$ cat src/sv/png_cdf_pkg.sv
// Shared types, codes and the CRC-32 byte update for the PNG chunk deframer.
`default_nettype none

package png_cdf_pkg;

	localparam logic [31:0] CRC_POLY = 32'hEDB8_8320;
	localparam logic [31:0] CRC_INIT = 32'hFFFF_FFFF;
	localparam int unsigned ANC_BIT = 5;

	typedef enum logic [2:0] {
		PH_LEN  = 3'd0,
		PH_TYPE = 3'd1,
		PH_DATA = 3'd2,
		PH_CRC  = 3'd3,
		PH_HALT = 3'd4
	} phase_t;

	typedef enum logic [1:0] {
		EV_HDR  = 2'd0,
		EV_DATA = 2'd1,
		EV_GOOD = 2'd2,
		EV_BAD  = 2'd3
	} event_t;

	typedef struct packed {
		event_t      ev;
		logic [7:0]  data_byte;
		logic [31:0] chunk_type;
		logic [31:0] chunk_length;
	} result_t;

	// Handshake between the input stage and the parser.
	typedef struct packed {
		logic       adv;
		logic [7:0] in_byte;
	} step_t;

	// Reflected CRC-32 update over one byte, eight bit steps unrolled.
	function automatic logic [31:0] crc_byte(input logic [31:0] c, input logic [7:0] b);
		logic [31:0] r;
		r = c ^ {24'd0, b};
		for (int k = 0; k < 8; k++) begin
			r = r[0] ? (CRC_POLY ^ {1'b0, r[31:1]}) : {1'b0, r[31:1]};
		end
		return r;
	endfunction

endpackage

`default_nettype wire

$ cat src/sv/png_cdf_in_if.sv
// Byte stream channel into the deframer.
`default_nettype none

interface png_cdf_in_if;
	logic       valid;
	logic       ready;
	logic [7:0] in_byte;

	modport source (output valid, output in_byte, input ready);
	modport sink (input valid, input in_byte, output ready);
endinterface

`default_nettype wire

$ cat src/sv/png_cdf_out_if.sv
// Event channel out of the deframer.
`default_nettype none

interface png_cdf_out_if;
	logic        valid;
	logic        ready;
	logic [1:0]  event_res;
	logic [7:0]  data_byte;
	logic [31:0] chunk_type;
	logic [31:0] chunk_length;

	modport source (output valid, output event_res, output data_byte,
		output chunk_type, output chunk_length, input ready);
	modport sink (input valid, input event_res, input data_byte,
		input chunk_type, input chunk_length, output ready);
endinterface

`default_nettype wire

$ cat src/sv/png_cdf_in_stage.sv
// Input register stage: captures one stream word and hands it to the parser.
`default_nettype none

module png_cdf_in_stage
	import png_cdf_pkg::*;
(
	input  wire         clk,
	input  wire         arst_n,
	input  wire         in_valid,
	input  wire  [7:0]  in_byte,
	output logic        in_ready,
	input  wire         out_free,
	output step_t       step
);

	logic       valid_s1;
	logic [7:0] byte_s1;
	logic       adv;

	// Advance the held word when the result register can take its outcome.
	assign adv      = valid_s1 & out_free;
	assign in_ready = ~valid_s1 | out_free;

	always_ff @(posedge clk or negedge arst_n) begin
		if (!arst_n) begin
			valid_s1 <= 1'b0;
		end else if (in_ready) begin
			valid_s1 <= in_valid;
		end
	end

	always_ff @(posedge clk) begin
		if (in_ready && in_valid) begin
			byte_s1 <= in_byte;
		end
	end

	assign step.adv     = adv;
	assign step.in_byte = byte_s1;

endmodule

`default_nettype wire

$ cat src/sv/png_cdf_parser.sv
// Chunk parser: field counting, CRC-32 accumulation and event generation.
`default_nettype none

module png_cdf_parser
	import png_cdf_pkg::*;
(
	input  wire         clk,
	input  wire         arst_n,
	input  step_t       step,
	output logic        res_valid,
	output result_t     res
);

	phase_t      phase_q, phase_d;
	logic [1:0]  field_cnt_q, field_cnt_d;
	logic [31:0] data_cnt_q, data_cnt_d;
	logic [31:0] length_q, length_d;
	logic [31:0] type_q, type_d;
	logic [31:0] crc_q, crc_d;
	logic [31:0] rx_crc_q, rx_crc_d;
	logic        anc_q, anc_d;

	logic        last;
	logic [31:0] crc_upd;
	logic [31:0] data_cnt_inc;

	assign last         = (field_cnt_q == 2'd3);
	assign crc_upd      = crc_byte(crc_q, step.in_byte);
	assign data_cnt_inc = data_cnt_q + 32'd1;

	// Next state
	always_comb begin
		phase_d     = phase_q;
		field_cnt_d = field_cnt_q;
		data_cnt_d  = data_cnt_q;
		length_d    = length_q;
		type_d      = type_q;
		crc_d       = crc_q;
		rx_crc_d    = rx_crc_q;
		anc_d       = anc_q;
		case (phase_q)
			PH_LEN: begin
				length_d    = {length_q[23:0], step.in_byte};
				field_cnt_d = field_cnt_q + 2'd1;
				if (last) begin
					phase_d = PH_TYPE;
					crc_d   = CRC_INIT;
				end
			end
			PH_TYPE: begin
				type_d      = {type_q[23:0], step.in_byte};
				crc_d       = crc_upd;
				field_cnt_d = field_cnt_q + 2'd1;
				if (last) begin
					anc_d      = type_q[16 + ANC_BIT];
					data_cnt_d = '0;
					phase_d    = (length_q == '0) ? PH_CRC : PH_DATA;
				end
			end
			PH_DATA: begin
				crc_d      = crc_upd;
				data_cnt_d = data_cnt_inc;
				if (data_cnt_inc == length_q) begin
					phase_d = PH_CRC;
				end
			end
			PH_CRC: begin
				rx_crc_d    = {rx_crc_q[23:0], step.in_byte};
				field_cnt_d = field_cnt_q + 2'd1;
				if (last) begin
					if (anc_q || (~crc_q == {rx_crc_q[23:0], step.in_byte})) begin
						crc_d   = CRC_INIT;
						phase_d = PH_LEN;
					end else begin
						phase_d = PH_HALT;
					end
				end
			end
			default: begin
			end
		endcase
	end

	// Result
	always_comb begin
		res_valid        = 1'b0;
		res.ev           = EV_HDR;
		res.data_byte    = '0;
		res.chunk_type   = type_q;
		res.chunk_length = length_q;
		case (phase_q)
			PH_TYPE: begin
				res.chunk_type = {type_q[23:0], step.in_byte};
				res_valid      = step.adv & last & ~type_q[16 + ANC_BIT];
			end
			PH_DATA: begin
				res.ev        = EV_DATA;
				res.data_byte = step.in_byte;
				res_valid     = step.adv & ~anc_q;
			end
			PH_CRC: begin
				res.ev    = (~crc_q == {rx_crc_q[23:0], step.in_byte}) ? EV_GOOD : EV_BAD;
				res_valid = step.adv & last & ~anc_q;
			end
			default: begin
			end
		endcase
	end

	always_ff @(posedge clk or negedge arst_n) begin
		if (!arst_n) begin
			phase_q     <= PH_LEN;
			field_cnt_q <= '0;
			data_cnt_q  <= '0;
			length_q    <= '0;
			type_q      <= '0;
			crc_q       <= CRC_INIT;
			rx_crc_q    <= '0;
			anc_q       <= 1'b0;
		end else if (step.adv) begin
			phase_q     <= phase_d;
			field_cnt_q <= field_cnt_d;
			data_cnt_q  <= data_cnt_d;
			length_q    <= length_d;
			type_q      <= type_d;
			crc_q       <= crc_d;
			rx_crc_q    <= rx_crc_d;
			anc_q       <= anc_d;
		end
	end

endmodule

`default_nettype wire

$ cat src/sv/png_cdf_out_reg.sv
// Result register: holds one event word until the receiver takes it.
`default_nettype none

module png_cdf_out_reg
	import png_cdf_pkg::*;
(
	input  wire         clk,
	input  wire         arst_n,
	input  wire         res_valid,
	input  result_t     res,
	input  wire         out_ready,
	output logic        out_valid,
	output result_t     out_word,
	output logic        out_free
);

	logic    valid_q;
	result_t word_q;

	assign out_free  = ~valid_q | out_ready;
	assign out_valid = valid_q;
	assign out_word  = word_q;

	always_ff @(posedge clk or negedge arst_n) begin
		if (!arst_n) begin
			valid_q <= 1'b0;
		end else if (out_free) begin
			valid_q <= res_valid;
		end
	end

	always_ff @(posedge clk) begin
		if (out_free && res_valid) begin
			word_q <= res;
		end
	end

endmodule

`default_nettype wire

$ cat src/sv/png_chunk_deframer_crc_check.sv
// PNG chunk deframer with CRC-32 check: top level.
// Usage:
//   in_ch carries the chunk stream, one byte per word, starting at a chunk
//   boundary (length, type, data, CRC). out_ch carries events: a header word
//   for each critical chunk, one word per data byte, then CRC good or
//   mismatch. Ancillary chunks are consumed without any output word.
//   Every output word also carries the current chunk type and length.
// Path: an accepted byte is held in the input register; its event word is
//   loaded into the result register when the byte advances and is then
//   presented on out_ch.
// Throughput: one byte per cycle unless stalled; the CRC byte update, data
//   counter compare and field shifts all resolve in the single parse stage.
// Reset: arst_n clears both registers and returns the parser to the length
//   field with the CRC preset to all ones.
// Stall: while out_ch.ready is low and an event word is held, the input
//   register holds its byte and in_ch.ready drops once it is full.
// After a CRC mismatch the block keeps accepting bytes but emits nothing
//   until reset.
`default_nettype none

module png_chunk_deframer_crc_check
	import png_cdf_pkg::*;
(
	input  wire            clk,
	input  wire            arst_n,
	png_cdf_in_if.sink     in_ch,
	png_cdf_out_if.source  out_ch
);

	step_t   step;
	logic    out_free;
	logic    res_valid;
	result_t res;
	result_t out_word;

	png_cdf_in_stage u_in_stage (
		.clk      (clk),
		.arst_n   (arst_n),
		.in_valid (in_ch.valid),
		.in_byte  (in_ch.in_byte),
		.in_ready (in_ch.ready),
		.out_free (out_free),
		.step     (step)
	);

	png_cdf_parser u_parser (
		.clk       (clk),
		.arst_n    (arst_n),
		.step      (step),
		.res_valid (res_valid),
		.res       (res)
	);

	png_cdf_out_reg u_out_reg (
		.clk       (clk),
		.arst_n    (arst_n),
		.res_valid (res_valid),
		.res       (res),
		.out_ready (out_ch.ready),
		.out_valid (out_ch.valid),
		.out_word  (out_word),
		.out_free  (out_free)
	);

	assign out_ch.event_res    = out_word.ev;
	assign out_ch.data_byte    = out_word.data_byte;
	assign out_ch.chunk_type   = out_word.chunk_type;
	assign out_ch.chunk_length = out_word.chunk_length;

endmodule

`default_nettype wire

$ cat src/flat_wrapper.sv
// flat-port wrapper written by rule: the top's interface ports become plain ports
module png_chunk_deframer_crc_check_flat import png_cdf_pkg::*;
  (clk, arst_n, in_ch_valid, in_ch_in_byte, in_ch_ready, out_ch_valid, out_ch_event_res, out_ch_data_byte, out_ch_chunk_type, out_ch_chunk_length, out_ch_ready);
  png_cdf_in_if in_ch_i ();
  png_cdf_out_if out_ch_i ();
  input  wire clk;
  input  wire arst_n;
  input wire logic [$bits(in_ch_i.valid)-1:0] in_ch_valid;
  input wire logic [$bits(in_ch_i.in_byte)-1:0] in_ch_in_byte;
  output wire logic [$bits(in_ch_i.ready)-1:0] in_ch_ready;
  output wire logic [$bits(out_ch_i.valid)-1:0] out_ch_valid;
  output wire logic [$bits(out_ch_i.event_res)-1:0] out_ch_event_res;
  output wire logic [$bits(out_ch_i.data_byte)-1:0] out_ch_data_byte;
  output wire logic [$bits(out_ch_i.chunk_type)-1:0] out_ch_chunk_type;
  output wire logic [$bits(out_ch_i.chunk_length)-1:0] out_ch_chunk_length;
  input wire logic [$bits(out_ch_i.ready)-1:0] out_ch_ready;
  assign in_ch_i.valid = in_ch_valid;
  assign in_ch_i.in_byte = in_ch_in_byte;
  assign in_ch_ready = in_ch_i.ready;
  assign out_ch_valid = out_ch_i.valid;
  assign out_ch_event_res = out_ch_i.event_res;
  assign out_ch_data_byte = out_ch_i.data_byte;
  assign out_ch_chunk_type = out_ch_i.chunk_type;
  assign out_ch_chunk_length = out_ch_i.chunk_length;
  assign out_ch_i.ready = out_ch_ready;
  png_chunk_deframer_crc_check u_core (.clk(clk), .arst_n(arst_n), .in_ch(in_ch_i), .out_ch(out_ch_i));
endmodule
$ cat config.mk
export PLATFORM = sky130hd
export DESIGN_NAME = png_chunk_deframer_crc_check_flat
export DESIGN_NICKNAME = d
export VERILOG_FILES = /design/src/sv/png_cdf_pkg.sv /design/src/sv/png_cdf_in_if.sv /design/src/sv/png_cdf_out_if.sv /design/src/sv/png_cdf_in_stage.sv /design/src/sv/png_cdf_parser.sv /design/src/sv/png_cdf_out_reg.sv /design/src/sv/png_chunk_deframer_crc_check.sv /design/src/flat_wrapper.sv
export SDC_FILE = /design/constraint.sdc
export NUM_CORES = 1
export LEC_CHECK = 0
export BUFFER_PORTS_ARGS = -buffer_cell sky130_fd_sc_hd__buf_4
export CORE_MARGIN = 1.5
export CORE_UTILIZATION = 35
export CTS_BUF_LIST = sky130_fd_sc_hd__clkbuf_4
export CTS_CLUSTER_SIZE = 14
export DETAILED_ROUTE_END_ITERATION = 8
export GPL_TIMING_DRIVEN = 1
export PLACE_DENSITY = 0.62
export SLEW_MARGIN = 20
export SYNTH_ARGS = -nofsm -noshare
export SYNTH_HDL_FRONTEND = slang
export SYNTH_SLANG_ARGS = --single-unit
$ cat constraint.sdc
create_clock -name clk -period 13.44 [get_ports clk]
set_input_delay 2.688 -clock clk [delete_from_list [all_inputs] [get_ports clk]]
set_output_delay 2.688 -clock clk [all_outputs]
set_load 0.03 [all_outputs]
==> summary.txt, run 1 <==
Worst setup path
  • Worst setup EP type: output port
  • Req. time, crit path: 10750 ps
  • R2R Setup Slk: 9980 ps
  • Worst EP arrival: 3160 ps
  • CP Max Fanout: 3
  • R2R depth: 8
  • CP Class: primary input to output port
  • CP Launch Type: primary input

Clock tree
  • Clk_lat worst skew: 680 ps
  • Post CTS Setup Buffer Count: 0
  • Gates resized, CTS repair: 0
  • TritonCTS Buffers: 67
  • Longest Clk Path Bufs: 3
  • H-tree levels: 3
  • Clock root buffer: clkbuf_4
  • CTS tree: yes
  • Clock transition at path regs: 60 ps
  • Hold Buf Count CTS: 0
  • CTS Sinks: 242

Pwr
  • Comb power frac: 5.3%
  • Sequential Power Share: 49.7%
  • Sw Ratio: 24.2%
  • Clock power share: 45.0%
  • LEAKAGE: 6.15 nW
  • Pint: 0.00117 W
  • Maximum VDD drop: 55.4 µV
  • PwrDens: 113 mW/mm²
  • Psw: 0.000374 W

STA
  • Final min period: 5850 ps
  • Max Freq: 171 MHz
  • Slew HR: 37.9%
  • Final Max Tran Viols: 0
  • Min Hold Slack: 473 ps
  • Post-route clock period utilization: 43.5%
  • Setup TNS Final: 0 ps
  • Setup violators final: 0
  • Clock Skew: 74.7 ps
  • RSZ-0062 raised after global routing: false
  • Tightest Pin Transition: 924 ps
  • Final Hold Vio Count: 0

Floorplan
  • Die Width: 185 µm
  • Initial core utilization: 35.7%
  • Num ports: 88
  • Core footprint: 0.0326 mm²
  • Die Y-Extent: 185 µm
  • Die area: 0.0343 mm²
  • # rows: 66

Route
  • Via density: 4.92
  • DRC viols: 0
  • Pre-Repair DR Iteration Count: 5
  • Detailed Route WL: 27.8 mm
  • Drt wl/cell: 17.5 µm
  • Vias: 7834
  • Detailed Route Iter0 Violations: 464
  • Final ANT Viol Nets: 0

Global route
  • GR Overflow Total: 0
  • Vias in the first global route: 7816
  • Overall Global Routing Usage: 16.8%
  • Largest net degree at the start of global routing: 72
  • First-pass GRT wire length: 44.2 mm
  • Initial antenna violation count: 1

Synthesis
  • Top-area cell type share of the netlist area: 27.5%
  • Post-synth cell types: 56
  • Share of flip-flops with an asynchronous set or reset: 66.1%
  • Most common flop cell mapped by yosys: dfrtp_1
  • Mapped Cells: 974
  • Flops & latches, synth: 242
  • Post-synthesis sequential area ratio: 55.9%
  • Post-Syn Area: 0.0116 mm²
  • Syn_nets: 990
  • Ys Warns: 0
  • Top cells by area, synth: dfrtp_1, edfxtp_1, mux2_2, xnor2_1, dfstp_2
  • Leading area contributor after synthesis: dfrtp_1
  • Top-count cell post-synth: nand2_1
  • Mean Syn Cell Area: 11.9 µm²
  • Post-synth top cells: nand2_1, dfrtp_1, mux2_2, xnor2_1, edfxtp_1
  • Post-synth EDFFs: 82

Final layout
  • Final nets: 1110
  • P&R area growth vs syn: 17.3%
  • Share of cells above drive strength 1: 33.2%

Worst hold path
  • HP Class: register to register
  • Worst hold stages: 2

Placed design
  • Input/output buffers: 87
  • Detailed Place HPWL: 18.3 mm
  • Global placer's final weighted congestion: 0.845

Status
  • Status: completed

Flow run
  • Max Cap Viol: 0
[kinds of logic after synthesis]
family,count (synthesis),share of synthesized area (%)
adders and majority gates,4,0.430
AOI/OAI and AO/OA,94,5.12
and+or+nand+nor,304,12.9
buffers and inverters,60,2.26
xor gates and xnor gates,149,11.7
DFF,242,55.9
muxes,121,11.7
[per-layer routing]
metal / up-vias / global-route usage (%) / part of all wire (%)
met5: - / 0 / 0
met1: 3850 / 22.5 / 45
met3: 39 / 4.01 / 5.5
met2: 224 / 26.4 / 47
li1: 3721 / - / -
met4: 0 / 5.69 / 1.9
[final cells by class]
| cell class | count | area, µm² |
|---|---|---|
| diodes | 1 | 2.50 |
| clock buffers | 104 | 781 |
| clock inverters | 20 | 118 |
| fillers | 3074 | 19000 |
| inverters | 11 | 41.3 |
| multi-input cells | 672 | 4890 |
| flip-flops and latches | 242 | 6510 |
| well taps | 442 | 553 |
| repair buffers | 100 | 754 |
[worst paths after layout]
path                                                      startpoint                                 endpoint
min reg2reg                   u_core.u_parser.type_q[24]$_DFFE_PN0P_   u_core.u_parser.type_q[24]$_DFFE_PN0P_
min                           u_core.u_parser.type_q[24]$_DFFE_PN0P_   u_core.u_parser.type_q[24]$_DFFE_PN0P_
min in group asynchronous                                     arst_n   u_core.u_parser.phase_q[0]$_DFFE_PN0P_
max reg2reg                u_core.u_parser.data_cnt_q[0]$_DFFE_PN0P_   u_core.u_parser.phase_q[0]$_DFFE_PN0P_
max in group asynchronous                                     arst_n  u_core.u_parser.length_q[4]$_DFFE_PN0P_
max                                                     out_ch_ready                              in_ch_ready
[per-stage QoR]
step	worst slack (ps)	util, %	total power (W)	cell area (µm²)	std cells
after floorplan	3960	-	0.000836	11600	974
after global placement	7590	39.1	0.000865	12700	1467
after detailed placement	7600	39.1	0.000864	12700	1467
after CTS	7590	41.8	0.00157	13600	1591
after global routing	7550	41.8	0.00162	13600	1592
final	7590	41.8	0.00154	13600	1592
[worst max-delay path, stage by stage]
cell,delay (ps)
buf_4,110
nand3b_1,180
buf_4,190
[sequential cells by signal, summed over array words and instances (netlist names), 2 cells and up]
register	flops
u_core.u_out_reg.out_word	74
u_core.u_parser.crc_q	32
u_core.u_parser.data_cnt_q	32
u_core.u_parser.length_q	32
u_core.u_parser.type_q	32
u_core.u_parser.rx_crc_q	24
u_core.u_in_stage.byte_s1	8
u_core.u_parser.phase_q	3
u_core.u_parser.field_cnt_q	2
[placed cells by master, fill, tap and decap left out, types with 18 or more instances in the layout]
| cell type | n |
|---|---|
| and2_1 | 21 |
| buf_4 | 99 |
| clkbuf_4 | 104 |
| dfrtp_1 | 128 |
| dfstp_2 | 32 |
| edfxtp_1 | 82 |
| mux2_2 | 116 |
| nand2_1 | 141 |
| nand3_1 | 23 |
| nand4_1 | 18 |
| nor2_1 | 33 |
| nor4_1 | 23 |
| o21ai_0 | 41 |
| o31ai_1 | 19 |
| xnor2_1 | 105 |
| xor2_1 | 36 |
[power groups by stage]
stage,clock network (W),logic [W],registers (W)
after detailed placement,0,0.0000819,0.000782
after global placement,0,0.0000826,0.000782
after CTS,0.000722,0.0000825,0.000768
after floorplan,0,0.0000574,0.000778
final,0.000695,0.0000812,0.000768
after global routing,0.000767,0.0000900,0.000767
(Power assumes the default switching activity.)
==> run 2, diff against run 1 <==
Settings changed: ABC_AREA set to 1.
Clock period 13.44 ns to 5.4 ns, I/O delays scaled along.
==> run 2 against run 1 <==
Worst setup slack worse by 5400 ps; clock skew down 11 ps; sequential power rose to 2.6 times the previous value; largest cell class unchanged; critical endpoint is now u_core.u_parser.data_cnt_q[14]$_DFFE_PN0P_; via count up 19%.
==> summary.txt, run 2 <==
Global route
  • GR Overflow Total: 0 (unchanged)
  • Initial antenna violation count: 1 (unchanged)
  • Vias in the first global route: 9251 (was 7816)
  • Largest net degree at the start of global routing: 109 (was 72)
  • Overall Global Routing Usage: 17.1% (was 16.8%)
  • First-pass GRT wire length: 48.1 mm (was 44.2 mm)

Final layout
  • Share of cells above drive strength 1: 20.6% (was 33.2%)
  • Number of flip-flops in the largest register: 74 (unchanged)
  • Commonest non-fill, non-tap cell in the layout: nand2_1 (unchanged)
  • Finished Layout Cells: 1957 (was 1592)
  • Final nets: 1469 (was 1110)
  • P&R area growth vs syn: 16.9% (was 17.3%)
  • Most frequent cells in the layout: nand2_1, inv_1, o21ai_0 (was nand2_1, dfrtp_1, mux2_2)

Clock tree
  • CTS tree: yes (unchanged)
  • CTS Sinks: 242 (unchanged)
  • Post CTS Setup Buffer Count: 0 (unchanged)
  • Clock root buffer: clkbuf_4 (unchanged)
  • H-tree levels: 3 (unchanged)
  • Clock transition at path regs: 70 ps (was 60 ps)
  • Hold Buf Count CTS: 0 (unchanged)
  • Clk_lat worst skew: 710 ps (was 680 ps)
  • Gates resized, CTS repair: 0 (unchanged)
  • TritonCTS Buffers: 68 (was 67)
  • Longest Clk Path Bufs: 3 (unchanged)

Synthesis
  • Top-count cell post-synth: nand2_1 (unchanged)
  • Post-synth cell types: 45 (was 56)
  • Mean Syn Cell Area: 9.02 µm² (was 11.9 µm²)
  • Post-synth EDFFs: 82 (unchanged)
  • Share of flip-flops with an asynchronous set or reset: 66.1% (unchanged)
  • Mapped Cells: 1328 (was 974)
  • Top cells by area, synth: dfrtp_1, edfxtp_1, nand2_1, dfstp_2, o21ai_0 (was dfrtp_1, edfxtp_1, mux2_2, xnor2_1, dfstp_2)
  • Most common flop cell mapped by yosys: dfrtp_1 (unchanged)
  • Post-Syn Area: 0.0120 mm² (was 0.0116 mm²)
  • Flops & latches, synth: 242 (unchanged)
  • Leading area contributor after synthesis: dfrtp_1 (unchanged)
  • Post-synthesis sequential area ratio: 54.3% (was 55.9%)
  • Top-area cell type share of the netlist area: 26.8% (was 27.5%)
  • Post-synth top cells: nand2_1, inv_1, o21ai_0, dfrtp_1, nor2_1 (was nand2_1, dfrtp_1, mux2_2, xnor2_1, edfxtp_1)
  • Ys Warns: 0 (unchanged)
  • Syn_nets: 1344 (was 990)

Worst setup path
  • Slowest cell on crit path: inv_1 (was buf_4)
  • Req. time, crit path: 5950 ps (was 10750 ps)
  • Most used cell, CP: nor2_1 (was buf_4)
  • RR Endpoint: u_core.u_parser.data_cnt_q[14]$_DFFE_PN0P_ (was u_core.u_parser.phase_q[0]$_DFFE_PN0P_)
  • Worst setup EP type: register (was output port)
  • CP Class: register to register (was primary input to output port)
  • Worst setup path end: u_core.u_parser.data_cnt_q[14]$_DFFE_PN0P_ (was in_ch_ready)
  • R2R Setup Slk: 2230 ps (was 9980 ps)
  • R2R depth: 10 (was 8)
  • Crit-path cells: inv_2 -> nor2_1 -> inv_2 -> nor2_1 -> inv_1 -> nor2_1 -> buf_4 -> inv_1 -> nand2_2 -> o21ai_0 (was buf_4 -> nand3b_1 -> buf_4)
  • CP Max Fanout: 30 (was 3)
  • CP Buf/Inv Count: 5 (was 2)
  • Crit path max-delay family: buffers and inverters (unchanged)
  • Crit. path cell count: 10 (was 3)
  • CP max stage delay: 640 ps (was 190 ps)
  • Worst r2r src: u_core.u_parser.phase_q[1]$_DFFE_PN0P_ (was u_core.u_parser.data_cnt_q[0]$_DFFE_PN0P_)
  • Worst Setup SP: u_core.u_parser.phase_q[1]$_DFFE_PN0P_ (was out_ch_ready)
  • CP Launch Type: register (was primary input)
  • Worst EP arrival: 3720 ps (was 3160 ps)

Floorplan
  • Die Y-Extent: 188 µm (was 185 µm)
  • Initial core utilization: 35.6% (was 35.7%)
  • Core footprint: 0.0336 mm² (was 0.0326 mm²)
  • Die Width: 188 µm (was 185 µm)
  • Num ports: 88 (unchanged)
  • Die area: 0.0353 mm² (was 0.0343 mm²)
  • # rows: 67 (was 66)

Placed design
  • Input/output buffers: 87 (unchanged)
  • Detailed Place HPWL: 20.5 mm (was 18.3 mm)
  • Global placer's final weighted congestion: 0.856 (was 0.845)
  • DP Cell Count: 1831 (was 1467)

Pwr
  • Sw Ratio: 25.4% (was 24.2%)
  • LEAKAGE: 6.48 nW (was 6.15 nW)
  • Psw: 0.00102 W (was 0.000374 W)
  • Comb power frac: 7.0% (was 5.3%)
  • Sequential Power Share: 49.1% (was 49.7%)
  • PwrDens: 288 mW/mm² (was 113 mW/mm²)
  • Pint: 0.00300 W (was 0.00117 W)
  • Final Power: 0.00403 W (was 0.00154 W)
  • Clock power share: 43.9% (was 45.0%)
  • Maximum VDD drop: 150 µV (was 55.4 µV)

Worst hold path
  • HP Class: register to register (unchanged)

STA
  • Tightest Pin Transition: 1010 ps (was 924 ps)
  • RSZ-0062 raised after global routing: false (unchanged)
  • Setup violators final: 0 (unchanged)
  • Post-route clock period utilization: 58.6%
  • Final Max Tran Viols: 0 (unchanged)
  • Setup TNS Final: 0 ps (unchanged)
  • Final min period: 3170 ps
  • Max Freq: 316 MHz
  • Clock Skew: 63.5 ps (was 74.7 ps)
  • Final Hold Vio Count: 0 (unchanged)
  • Slew HR: 32.6% (was 37.9%)

Route
  • Drt wl/cell: 15.1 µm (was 17.5 µm)
  • Detailed Route Iter0 Violations: 686 (was 464)
  • Vias: 9348 (was 7834)
  • DRC viols: 0 (unchanged)
  • Via density: 4.78 (was 4.92)
  • Pre-Repair DR Iteration Count: 6 (was 5)
  • Final ANT Viol Nets: 0 (unchanged)
  • Detailed Route WL: 29.6 mm (was 27.8 mm)

Flow run
  • Max Cap Viol: 0 (unchanged)

Status
  • Status: completed (unchanged)
[run 2: cell count changes in the layout (fill, tap and decap cells not counted), moves of 18 or more]
cell	before	now
xnor2_1	105	24
o21ai_0	41	134
nand2_1	141	345
nand3_1	23	86
o31ai_1	19	0
and2_1	21	1
nor4_1	23	5
xor2_1	36	59
inv_1	11	143
nor2_1	33	111
a21oi_2	0	23
mux2_2	116	12
[run 2: how the worst min path moves through the flow]
stage | from | end | slack [ps] | cells past startpoint
floorplan | u_core.u_parser.length_q[4]$_DFFE_PN0P_ | u_core.u_out_reg.out_word[4]$_DFFE_PP_ | 450 | 0
detailed placement | u_core.u_parser.length_q[4]$_DFFE_PN0P_ | u_core.u_out_reg.out_word[4]$_DFFE_PP_ | 470 | 0
CTS | u_core.u_parser.length_q[4]$_DFFE_PN0P_ | u_core.u_out_reg.out_word[4]$_DFFE_PP_ | 480 | 0
global placement | u_core.u_parser.length_q[4]$_DFFE_PN0P_ | u_core.u_out_reg.out_word[4]$_DFFE_PP_ | 460 | 0
global route | in_ch_in_byte[3] | u_core.u_in_stage.byte_s1[3]$_DFFE_PP_ | 500 | 1
finish | u_core.u_parser.field_cnt_q[0]$_DFFE_PN0P_ | u_core.u_parser.field_cnt_q[0]$_DFFE_PN0P_ | 480 | 1
[run 2: per-stage QoR]
step	hold WS, ps	utilization [%]	area, µm²	setup WS (ps)
floorplan	447	-	12000	346
global placement	465	38.9	13100	1580
detailed placement	470	38.9	13100	1500
CTS	485	41.6	14000	1890
global route	503	41.6	14000	1950
finish	485	41.6	14000	2230
[run 2: kinds of logic (layout without fill, tap and decap cells)]
| logic type | Yosys count | after routing | synth area share (%) |
|---|---|---|---|
| multiplexers | 12 | 12 | 1.13 |
| adder cells (fa/ha/maj) | 4 | 4 | 0.418 |
| XOR/XNOR | 91 | 91 | 7.44 |
| buffers and inverters | 185 | 365 | 6.29 |
| other | 0 | 1 | 0 |
| flip-flops | 242 | 242 | 54.3 |
| AO/OA/AOI/OAI | 193 | 193 | 9.11 |
| AND/OR/NAND/NOR | 601 | 601 | 21.3 |
[run 2: final cells by class]
class                      instances  area [µm²]
multi-input combinational        901        4740
timing repair buffer              93         704
clock inverter                    24         166
clock buffer                     101         758
sequential                       242        6510
antenna                            1        2.50
fill                            3346       19600
tap                              448         561
inverter                         147         554
[run 2: power by group through the flow]
stage	registers, W	clock network (W)	logic, W
floorplan	0.00200	0	0.000205
global placement	0.00201	0	0.000279
detailed placement	0.00201	0	0.000284
CTS	0.00198	0.00183	0.000287
global route	0.00198	0.00193	0.000324
finish	0.00198	0.00177	0.000284
[run 2: per-layer routing]
metal / global-route usage (%) / routed length [µm] / vias to the layer above
met4: 5.75 / 573 / 0
met3: 3.43 / 1510 / 51
met5: 0 / 0 / -
met2: 28.1 / 14200 / 236
li1: - / - / 4621
met1: 22.5 / 13300 / 4440
